### config.mk
export PLATFORM = sky130hd
export DESIGN_NAME = precision_recall_curve_points
export DESIGN_NICKNAME = d
export VERILOG_FILES = /design/src/prc_pkg.sv /design/src/precision_recall_curve_points.sv
export SDC_FILE = /design/constraint.sdc
export NUM_CORES = 1
export LEC_CHECK = 0
export BUFFER_PORTS_ARGS = -buffer_cell sky130_fd_sc_hd__buf_4
export CORE_MARGIN = 5
export CORE_UTILIZATION = 45
export CTS_CLUSTER_SIZE = 25
export DETAILED_ROUTE_END_ITERATION = 10
export MAX_ROUTING_LAYER = met4
export PLACE_DENSITY = 0.7
export SLEW_MARGIN = 20
export SYNTH_ARGS = -nofsm -noshare
export SYNTH_HDL_FRONTEND = slang
export SYNTH_SLANG_ARGS = --single-unit
### constraint.sdc
create_clock -name clk -period 11.5 [get_ports clk]
set_input_delay 2.3 -clock clk [delete_from_list [all_inputs] [get_ports clk]]
set_output_delay 2.3 -clock clk [all_outputs]
set_load 0.02 [all_outputs]
### src/prc_pkg.sv
// Shared types and constants for the precision-recall curve point generator.
// Holds the item structs, point kind codes and sequencer states.
// No dependencies.
package prc_pkg;

  localparam int FRAC_BITS = 16;
  localparam int FIX_W     = FRAC_BITS + 1;
  localparam int CNT_W     = 21;
  localparam int DEN_W     = CNT_W + 1;
  localparam int STEP_W    = $clog2(FRAC_BITS + 1);

  localparam logic [CNT_W-1:0] CNT_MAX   = CNT_W'(1 << 20);
  localparam logic [FIX_W-1:0] FIX_ONE   = FIX_W'(1) << FRAC_BITS;

  localparam logic [1:0] KIND_START     = 2'd0;
  localparam logic [1:0] KIND_THRESHOLD = 2'd1;
  localparam logic [1:0] KIND_FINAL     = 2'd2;

  localparam logic [1:0] TRUTH_EVENT    = 2'd1;
  localparam logic [1:0] TRUTH_NONEVENT = 2'd2;

  typedef struct packed {
    logic [FIX_W-1:0] score;
    logic [1:0]       truth_code;
    logic             last_item;
  } prc_in_t;

  typedef struct packed {
    logic [1:0]       point_kind;
    logic [FIX_W-1:0] threshold;
    logic [FIX_W-1:0] recall;
    logic [FIX_W-1:0] precision;
    logic             recall_undefined;
    logic             precision_undefined;
    logic             last_point;
  } prc_out_t;

  typedef enum logic [2:0] {
    ST_IDLE,
    ST_CHECK,
    ST_DIV_REC,
    ST_DIV_PREC,
    ST_EMIT_THR,
    ST_COUNT,
    ST_DIV_FIN,
    ST_EMIT_FIN
  } prc_state_t;

endpackage

### src/precision_recall_curve_points.sv
// A threshold point takes two quotients, recall and then precision, on the one
// shared restoring divider (16 steps each unless saturated or undefined); the
// final point takes one more quotient after the counting step. The start point
// is loaded from the check state and needs no division.
// The output register lets the next item in while a point waits to be taken.
// Reset (rst_n, synchronous, active low) clears the run state and the output valid flag.
module precision_recall_curve_points (
  input  logic                    clk,
  input  logic                    rst_n,
  input  logic                    in_valid,
  output logic                    in_stall,
  input  prc_pkg::prc_in_t        in_data,
  output logic                    out_valid,
  input  logic                    out_stall,
  output prc_pkg::prc_out_t       out_data,
  input  logic                    cfg_valid,
  output logic                    cfg_ready,
  input  logic [prc_pkg::CNT_W-1:0] cfg_data
);
  import prc_pkg::*;

  prc_state_t state_r, state_nxt;

  logic [CNT_W-1:0] pos_cnt_r;
  logic [CNT_W-1:0] tp_r, tp_nxt;
  logic [CNT_W-1:0] fp_r, fp_nxt;
  logic [CNT_W-1:0] items_r, items_nxt;
  logic [FIX_W-1:0] prev_score_r, prev_score_nxt;
  logic             started_r, started_nxt;

  prc_in_t          item_r;
  logic [FIX_W-1:0] rec_r, rec_nxt;
  logic             rec_undef_r, rec_undef_nxt;

  logic             out_valid_r, out_valid_nxt;
  prc_out_t         out_data_r, out_data_nxt;
  logic             out_load, out_free;

  // Shared divider: floor((num << FRAC_BITS) / den), saturated at one, zero and undefined when den is zero.
  logic [DEN_W-1:0]     div_rem_r, div_den_r;
  logic [FRAC_BITS-1:0] div_q_r;
  logic [STEP_W-1:0]    div_cnt_r;
  logic                 div_undef_r, div_sat_r;
  logic                 div_load, div_busy;
  logic [DEN_W-1:0]     div_num, div_den;
  logic [DEN_W:0]       div_shift, div_diff;
  logic                 div_ge;
  logic [FIX_W-1:0]     div_result;

  logic [CNT_W-1:0]     tp_bump, fp_bump, items_bump;

  assign in_stall  = (state_r != ST_IDLE);
  assign cfg_ready = (state_r == ST_IDLE);
  assign out_valid = out_valid_r;
  assign out_data  = out_data_r;
  assign out_free  = !out_valid_r || !out_stall;

  assign div_busy   = (div_cnt_r != '0);
  assign div_shift  = {div_rem_r, 1'b0};
  assign div_diff   = div_shift - {1'b0, div_den_r};
  assign div_ge     = (div_shift >= {1'b0, div_den_r});
  assign div_result = div_undef_r ? '0 : (div_sat_r ? FIX_ONE : {1'b0, div_q_r});

  assign tp_bump    = (tp_r < CNT_MAX) ? tp_r + 1'b1 : tp_r;
  assign fp_bump    = (fp_r < CNT_MAX) ? fp_r + 1'b1 : fp_r;
  assign items_bump = (items_r < CNT_MAX) ? items_r + 1'b1 : items_r;

  always_ff @(posedge clk) begin
    if (!rst_n) begin
      state_r      <= ST_IDLE;
      pos_cnt_r    <= '0;
      tp_r         <= '0;
      fp_r         <= '0;
      items_r      <= '0;
      prev_score_r <= '0;
      started_r    <= 1'b0;
      out_valid_r  <= 1'b0;
      div_cnt_r    <= '0;
    end else begin
      state_r      <= state_nxt;
      tp_r         <= tp_nxt;
      fp_r         <= fp_nxt;
      items_r      <= items_nxt;
      prev_score_r <= prev_score_nxt;
      started_r    <= started_nxt;
      out_valid_r  <= out_valid_nxt;
      if (cfg_valid && cfg_ready) begin
        pos_cnt_r <= cfg_data;
      end
      if (div_load) begin
        div_cnt_r <= ((div_den == '0) || (div_num >= div_den)) ? '0 : STEP_W'(FRAC_BITS);
      end else if (div_busy) begin
        div_cnt_r <= div_cnt_r - 1'b1;
      end
    end
  end

  always_ff @(posedge clk) begin
    if (in_valid && !in_stall) begin
      item_r <= in_data;
    end
    rec_r       <= rec_nxt;
    rec_undef_r <= rec_undef_nxt;
    if (out_load) begin
      out_data_r <= out_data_nxt;
    end
    if (div_load) begin
      div_rem_r   <= div_num;
      div_den_r   <= div_den;
      div_q_r     <= '0;
      div_undef_r <= (div_den == '0);
      div_sat_r   <= (div_den != '0) && (div_num >= div_den);
    end else if (div_busy) begin
      div_rem_r <= div_ge ? div_diff[DEN_W-1:0] : div_shift[DEN_W-1:0];
      div_q_r   <= {div_q_r[FRAC_BITS-2:0], div_ge};
    end
  end

  always_comb begin
    state_nxt      = state_r;
    tp_nxt         = tp_r;
    fp_nxt         = fp_r;
    items_nxt      = items_r;
    prev_score_nxt = prev_score_r;
    started_nxt    = started_r;
    rec_nxt        = rec_r;
    rec_undef_nxt  = rec_undef_r;
    out_load       = 1'b0;
    out_data_nxt   = out_data_r;
    div_load       = 1'b0;
    div_num        = {1'b0, tp_r};
    div_den        = {1'b0, pos_cnt_r};

    case (state_r)
      ST_IDLE: begin
        if (in_valid) begin
          state_nxt = ST_CHECK;
        end
      end
      ST_CHECK: begin
        if (!started_r) begin
          if (out_free) begin
            out_load     = 1'b1;
            out_data_nxt = '{point_kind: KIND_START, threshold: '0, recall: '0,
                             precision: FIX_ONE, recall_undefined: 1'b0,
                             precision_undefined: 1'b0, last_point: 1'b0};
            started_nxt    = 1'b1;
            prev_score_nxt = item_r.score;
            state_nxt      = ST_COUNT;
          end
        end else if (item_r.score != prev_score_r) begin
          div_load  = 1'b1;
          state_nxt = ST_DIV_REC;
        end else begin
          state_nxt = ST_COUNT;
        end
      end
      ST_DIV_REC: begin
        if (!div_busy) begin
          rec_nxt       = div_result;
          rec_undef_nxt = div_undef_r;
          div_load      = 1'b1;
          div_num       = {1'b0, tp_r};
          div_den       = {1'b0, tp_r} + {1'b0, fp_r};
          state_nxt     = ST_DIV_PREC;
        end
      end
      ST_DIV_PREC: begin
        if (!div_busy) begin
          state_nxt = ST_EMIT_THR;
        end
      end
      ST_EMIT_THR: begin
        if (out_free) begin
          out_load     = 1'b1;
          out_data_nxt = '{point_kind: KIND_THRESHOLD, threshold: prev_score_r,
                           recall: rec_r, precision: div_result,
                           recall_undefined: rec_undef_r,
                           precision_undefined: div_undef_r, last_point: 1'b0};
          prev_score_nxt = item_r.score;
          state_nxt      = ST_COUNT;
        end
      end
      ST_COUNT: begin
        if (item_r.truth_code == TRUTH_EVENT) begin
          tp_nxt = tp_bump;
        end else if (item_r.truth_code == TRUTH_NONEVENT) begin
          fp_nxt = fp_bump;
        end
        items_nxt = items_bump;
        if (item_r.last_item) begin
          div_load  = 1'b1;
          div_num   = {1'b0, pos_cnt_r};
          div_den   = {1'b0, items_bump};
          state_nxt = ST_DIV_FIN;
        end else begin
          state_nxt = ST_IDLE;
        end
      end
      ST_DIV_FIN: begin
        if (!div_busy) begin
          state_nxt = ST_EMIT_FIN;
        end
      end
      ST_EMIT_FIN: begin
        if (out_free) begin
          out_load     = 1'b1;
          out_data_nxt = '{point_kind: KIND_FINAL, threshold: prev_score_r,
                           recall: (pos_cnt_r != '0) ? FIX_ONE : '0,
                           precision: div_result,
                           recall_undefined: (pos_cnt_r == '0),
                           precision_undefined: div_undef_r, last_point: 1'b1};
          // The run ends here; the next item opens a new one.
          tp_nxt         = '0;
          fp_nxt         = '0;
          items_nxt      = '0;
          prev_score_nxt = '0;
          started_nxt    = 1'b0;
          state_nxt      = ST_IDLE;
        end
      end
      default: begin
        state_nxt = ST_IDLE;
      end
    endcase

    out_valid_nxt = out_load || (out_valid_r && out_stall);
  end

endmodule

==> reports/results.tsv, run 1 <==
metric	value	unit
wl_per_cell	18.5	um
dpl_cell_area	15900	um2
initial_utilization	45.6	%
synthFlopType	edfxtp_1	
cts_setup_buffers	0	
worst_setup_path_end_kind	flop	
relSlewSlack	33.1	%
cp.arrival	5.00	ns
rr_endpoint	div_sat_r	
vdd_drop_max	115	uV
yosysWarnings	0	
rows	66	
min-delay-start	div_q_r[15]	
cp_top_family	compound AO/OA/AOI/OAI gates	
p_per_area	215	nW/um2
cap_violations	0	
die_area	36700	um2
pin_count	105	
slowest_delay	0.72	ns
reg2reg_slack	6.92	ns
drt-total-wl	40.0	mm
finalPower	3.63	mW
drv_slew	0	
fmax	218	MHz
synthCells	1637	
period_needed	4.58	ns
status	complete, no violations	
postCtsHoldBufs	0	
crit_chain	nor3b_2 > nand2_2 > clkinv_1 > buf_4 > o31ai_1 > o31ai_1 > inv_1 > ha_1 > o21ai_0 > a2111oi_0 > a21oi_1 > a21o_1 > a21oi_1 > nor2b_1	
diodes	0	
finalHoldViolations	0	
p_leak	6.73	nW
cpMaxStageDelayCell	dfxtp_1	
final_antenna_net_count	0	
dr.pass1.iters	5	
cts-root-buf	clkbuf_16	
setup_viol	0	
synth_area_leaders	edfxtp_1 (28%), dfxtp_1 (17%), nand2_1 (6.1%)	
design_area	16900	um2
drt_iter0_drc	1322	
ctsHtreeMaxLevel	1	
syn_nets	1753	
grt_pass1_wl	63.1	mm
syn-cell-area	14800	um2
synth-edff-count	139	
area_growth	13.7	%
track_usage	21.9	%
vias_per_cell	5.74	
clkSinkCount	266	
postCtsResizedCells	0	
hp-class	reg2reg	
vias	12448	
drive_gt1_share	11.9	%
gp_congestion	1.04	
route.detailed.drc	0	
critPathMaxFanout	35	
grt_pass1_vias	11456	
required	11.92	ns
grt_max_degree	73	
tightestPinTransition	1.00	ns
ys_ff_latch	266	
synth_top_area_share	28.1	%
rsz0062_at_grt	false	
clk_latency	0.56	ns
finalClockSkew	0.0128	ns
clkTransAtPathRegs	0.06	ns
crit_buf_inv	3	
cts_buffer_depth	3	
async_flop_share	0	%
finalSetupTns	0	ns
cts_tree	done	
whs_path_depth	2	
cp-start-kind	flop	
die_y	192	um
yosysTopAreaCell	edfxtp_1	
syn_avg_cell_area	9.06	um2
r2r_cells	14	
seq_area_frac_synth	45.3	%
worstSetupPathType	reg2reg	
die_x	192	um
grt_overflow_total	0	
hold-path-endpoint	div_q_r[15]	
dp_hpwl	29.7	mm
cts_buffers	29	
numPortBuffers	104	
core_area	32500	um2
synth_cell_types	87	
antenna_found_initial	0	
finalNetCount	1818	
worstReg2RegStart	state_r[1]	
period_share	39.8	%
## state kept, by name (all words and copies together) (netlist names)
name,count
div_undef_r,1
div_sat_r,1
tp_r,21
state_r,3
rec_r,17
div_den_r,22
rec_undef_r,1
pos_cnt_r,21
item_r,20
out_data,55
fp_r,21
div_cnt_r,5
div_q_r,16
started_r,1
prev_score_r,17
items_r,21
out_valid,1
div_rem_r,22
## synth_stat cells (6+ instances only)
cell type	number
buf_2	13
or3_1	17
inv_1	74
clkbuf_1	62
ha_1	68
o22ai_1	6
nand2b_1	10
nand4_1	29
buf_1	6
and2_1	69
nand3_1	46
dfxtp_1	127
a21oi_1	139
o21ai_0	56
a21o_1	19
nand3b_1	6
a221o_1	12
a31oi_1	9
o211ai_1	7
o21a_1	11
xnor2_1	28
xor2_1	56
nor4_1	20
a211oi_1	18
and3_1	37
a311oi_1	10
a22oi_1	8
nor3_1	58
nand2_1	241
edfxtp_1	139
nor2b_1	11
nor2_1	111
## through the flow
step | cells | util, % | worst slack (ns) | hold slack [ns]
6_report | 2167 | 51.8 | 6.92 | 0.467
5_1_grt | 2167 | 51.8 | 6.46 | 0.502
4_1_cts | 2167 | 51.8 | 7.05 | 0.476
3_5_place_dp | 2113 | 49.0 | 7.02 | 0.468
3_3_place_gp | 2113 | 49.0 | 7.07 | 0.455
2_1_floorplan | 1637 | - | 6.50 | 0.436
## per-layer routing
| layer | wire [um] | share of wire [%] | GRT usage [%] | vias to the layer above |
|---|---|---|---|---|
| met5 | 0 | 0 | - | - |
| met4 | 865 | 2.2 | 4.83 | 0 |
| met3 | 2560 | 6.4 | 2.36 | 63 |
| met2 | 18200 | 46 | 33.8 | 444 |
| met1 | 18300 | 46 | 31.5 | 5909 |
| li1 | - | - | - | 6032 |
## worst max path at each step
stage	startpoint	end	slack, ns	cells past startpoint
global route	state_r[1]	div_sat_r	6.46	14
finish	state_r[1]	div_sat_r	6.92	14
floorplan	out_stall	out_data[10]	6.50	5
global placement	item_r[12]	div_rem_r[13]	7.07	11
CTS	item_r[12]	div_rem_r[16]	7.05	11
detailed placement	out_stall	tp_r[17]	7.02	9
## cells in the final DEF (no fill, tap or decap), types with 6 or more instances in the layout
cell         n
nand3_1     46
ha_1        68
nand2b_1    10
xnor2_1     28
dfxtp_1    127
a31oi_1      9
a311oi_1    10
buf_4      116
inv_1       73
and2_1      69
nor2_1     111
edfxtp_1   139
a211oi_1    17
nor2b_1     11
o22ai_1      6
nand3b_1     6
or3_1       17
nand2_1    241
o211ai_1     7
a21o_1      19
nor4_1      20
and3_1      37
xor2_1      56
nor3_1      58
clkinv_1     6
a221o_1     12
o21ai_0     56
o21a_1      11
a22oi_1      8
nand4_1     29
a21oi_1    139
clkbuf_16   29
clkinv_2     9
## area by class of cell
cell class,instances,area [um2]
clock buffers,29,726
inverters,78,293
flip-flops and latches,266,6720
fillers,3037,15700
well taps,442,553
clock inverters,25,189
multi-input cells,1211,7510
repair buffers,116,871
## tightest hold or removal path, cell delays in order (launching register included)
cell	delay (ns)
dfxtp_1	0.32
nand2_1	0.05
a21oi_1	0.05
## cells by family after synthesis
logic type                 Yosys count  share of synthesized area [%]
adders and majority gates           70                           6.01
AOI/OAI and AO/OA                  359                           15.8
buffers and inverters              160                           4.18
and+or+nand+nor                    694                           23.5
DFF                                266                           45.3
muxes                                4                          0.295
xor gates and xnor gates            84                           4.96
## power by group
part           total, mW  internal, mW  switching [mW]
Sequential          1.40          1.27           0.131
Clock              0.888         0.491           0.398
Combinational       1.34         0.507           0.832
Total               3.63          2.27            1.36
Note: power is estimated with default switching activity, not from simulation.
==> inputs of run 2 (changes only) <==
--- a/config.mk
+++ b/config.mk
@@ -5,6 +5,7 @@
 export SDC_FILE = /design/constraint.sdc
 export NUM_CORES = 1
 export LEC_CHECK = 0
+export ABC_AREA = 1
 export BUFFER_PORTS_ARGS = -buffer_cell sky130_fd_sc_hd__buf_4
 export CORE_MARGIN = 5
 export CORE_UTILIZATION = 45
==> constraint.sdc (replaced) <==
create_clock -name clk -period 4.6 [get_ports clk]
set_input_delay 0.92 -clock clk [delete_from_list [all_inputs] [get_ports clk]]
set_output_delay 0.92 -clock clk [all_outputs]
set_load 0.02 [all_outputs]
==> run 2 against run 1 <==
  * Clock power grew to 2.7 times the previous value
  * Die area rose by 3.0%
  * Clock skew shrank 0.0023 ns
  * Synthesized cell count grew 21%
  * Via count increased by 9.6%
  * Critical endpoint unchanged
  * Largest power group is now combinational cells
  * Highest routed layer unchanged
==> reports/results.tsv, run 2 <==
metric	value	unit
drt_iter0_drc	1115	
cts_buffer_depth	3	
gp_congestion	0.981	
drt-total-wl	43.5	mm
place_inst	2497	
vdd_drop_max	388	uV
finalNonFillerCells	2552	
p_leak	7.61	nW
cp-startpoint	state_r[2]	
core_area	33500	um2
worst_setup_path_end_kind	flop	
fmax	264	MHz
status	complete, no violations	
pin_count	105	
rows	67	
synthFlopType	edfxtp_1	
antenna_found_initial	0	
finalSetupTns	0	ns
numPortBuffers	104	
cpMaxStageDelayCell	nor2_1	
cp_common_cell	nand2_1	
setup_viol	0	
cp.arrival	4.11	ns
die_area	37800	um2
grt_pass1_wl	69.1	mm
min-delay-start	pos_cnt_r[6]	
finalNetCount	2197	
required	4.92	ns
synth-edff-count	139	
ctsHtreeMaxLevel	1	
largest_reg_flops	55	
clk_latency	0.57	ns
syn-cell-area	15300	um2
cp-start-kind	flop	
clkTransAtPathRegs	0.06	ns
cap_violations	0	
yosysWarnings	0	
dr.pass1.iters	7	
wl_per_cell	17.0	um
netlist_top_cells_count	nand2_1 (463), inv_1 (297), a21oi_1 (155)	
layout_common_cells	nand2_1 (462), inv_1 (297), a21oi_1 (154)	
vias_per_cell	5.35	
vias	13642	
seq_area_frac_synth	43.9	%
synth_top_area_share	27.3	%
period_share	82.3	%
clkSinkCount	266	
syn_nets	2102	
postCtsHoldBufs	0	
postCtsResizedCells	0	
p_per_area	648	nW/um2
diodes	0	
relSlewSlack	27.5	%
die_x	194	um
drive_gt1_share	10.6	%
worstReg2RegStart	state_r[2]	
final_antenna_net_count	0	
async_flop_share	0	%
die_y	194	um
cp_top_family	simple AND/OR/NAND/NOR gates	
ys_ff_latch	266	
syn_avg_cell_area	7.71	um2
cts_tree	done	
slowest_delay	0.70	ns
nFillCells	3228	
initial_utilization	45.7	%
synth_area_leaders	edfxtp_1 (27%), dfxtp_1 (17%), nand2_1 (11%)	
synthCells	1986	
worstSetupPathType	reg2reg	
crit_chain	inv_4 > nand3_1 > inv_1 > nor2_1 > inv_1 > o21ai_0 > a21oi_1 > nand2_1 > nand2_1 > ha_1 > a21oi_1 > o21ai_0 > nor2_1 > nand2_1 > nand2_1 > nand2_1 > nand2_1 > nand2_1 > nand2_1 > nand2_1 > nand2_1 > nand2_1 > nand2_1 > nor2_1	
grt_overflow_total	0	
rsz0062_at_grt	false	
reg2reg_slack	0.81	ns
period_needed	3.79	ns
critPathMaxFanout	12	
finalHoldViolations	0	
mostFrequentLayoutCell	nand2_1	
yosysMostFrequentCell	nand2_1	
drv_slew	0	
setup_ws	0.812	ns
grt_pass1_vias	13042	
cts-root-buf	clkbuf_16	
route.detailed.drc	0	
dp_hpwl	33.4	mm
tightestPinTransition	1.09	ns
finalClockSkew	0.0104	ns
grt_max_degree	57	
dpl_worst_slack	0.959	ns
hp-class	reg2reg	
cts_buffers	29	
yosysTopAreaCell	edfxtp_1	
track_usage	22.9	%
cts_setup_buffers	0	
synth_cell_types	57	
crit_buf_inv	3	
area_growth	14.7	%
run 2: cell types whose count changed after synthesis, moves of 36 or more:
| cell | delta |
|---|---|
| nand3_1 | +62 |
| and3_1 | -36 |
| nor2_1 | +42 |
| and2_1 | -68 |
| nand2_1 | +222 |
| o21ai_0 | +46 |
| inv_1 | +223 |
run 2: final cells by class:
cell class	instances	area (um2)	share of cell area (%)
multi-input cells	1350	7180	40.9
flip-flops and latches	266	6720	38.3
inverters	313	1180	6.72
repair buffers	121	916	5.22
clock buffers	41	842	4.80
well taps	448	561	3.19
clock inverters	13	158	0.898
run 2: through the flow:
stage | hold slack (ns) | util, % | instance area [um2] | power [mW]
floorplan | 0.424 | - | 15300 | 7.43
global placement | 0.473 | 49.3 | 16500 | 8.83
detailed placement | 0.481 | 49.3 | 16500 | 8.94
CTS | 0.489 | 52.3 | 17500 | 11.4
global route | 0.510 | 52.4 | 17600 | 12.2
finish | 0.494 | 52.4 | 17600 | 11.4
run 2: final timing paths:
check | to | depth (start not counted)
setup / recovery | div_sat_r | 24
hold / removal | pos_cnt_r[6] | 2
hold reg to reg | pos_cnt_r[6] | 2
setup reg to reg | div_sat_r | 24
run 2: routing by layer:
| metal | GRT usage (%) | vias to the layer above | routed length [um] |
|---|---|---|---|
| met5 | - | - | 0 |
| met4 | 8.75 | 0 | 1850 |
| met3 | 3.13 | 112 | 2630 |
| met2 | 35.9 | 432 | 19900 |
| met1 | 30.4 | 6287 | 19100 |
| li1 | - | 6811 | - |
run 2: cell families after synthesis:
logic type	synth area share [%]
xor gates and xnor gates	2.40
buffers and inverters	9.32
adders and majority gates	5.82
AOI/OAI and AO/OA	12.2
and+or+nand+nor	26.4
DFF	43.9
run 2: power breakdown:
group,internal (mW),switching (mW)
combinational,1.73,3.25
sequential,3.54,0.426
clock,1.44,0.976
run 2: tightest hold or removal path, delay by kind of cell, from the launching register on:
kind | cells | cell delay, ns
buf+inv | 1 | 0.07
compound gates | 1 | 0.06
flops | 1 | 0.32
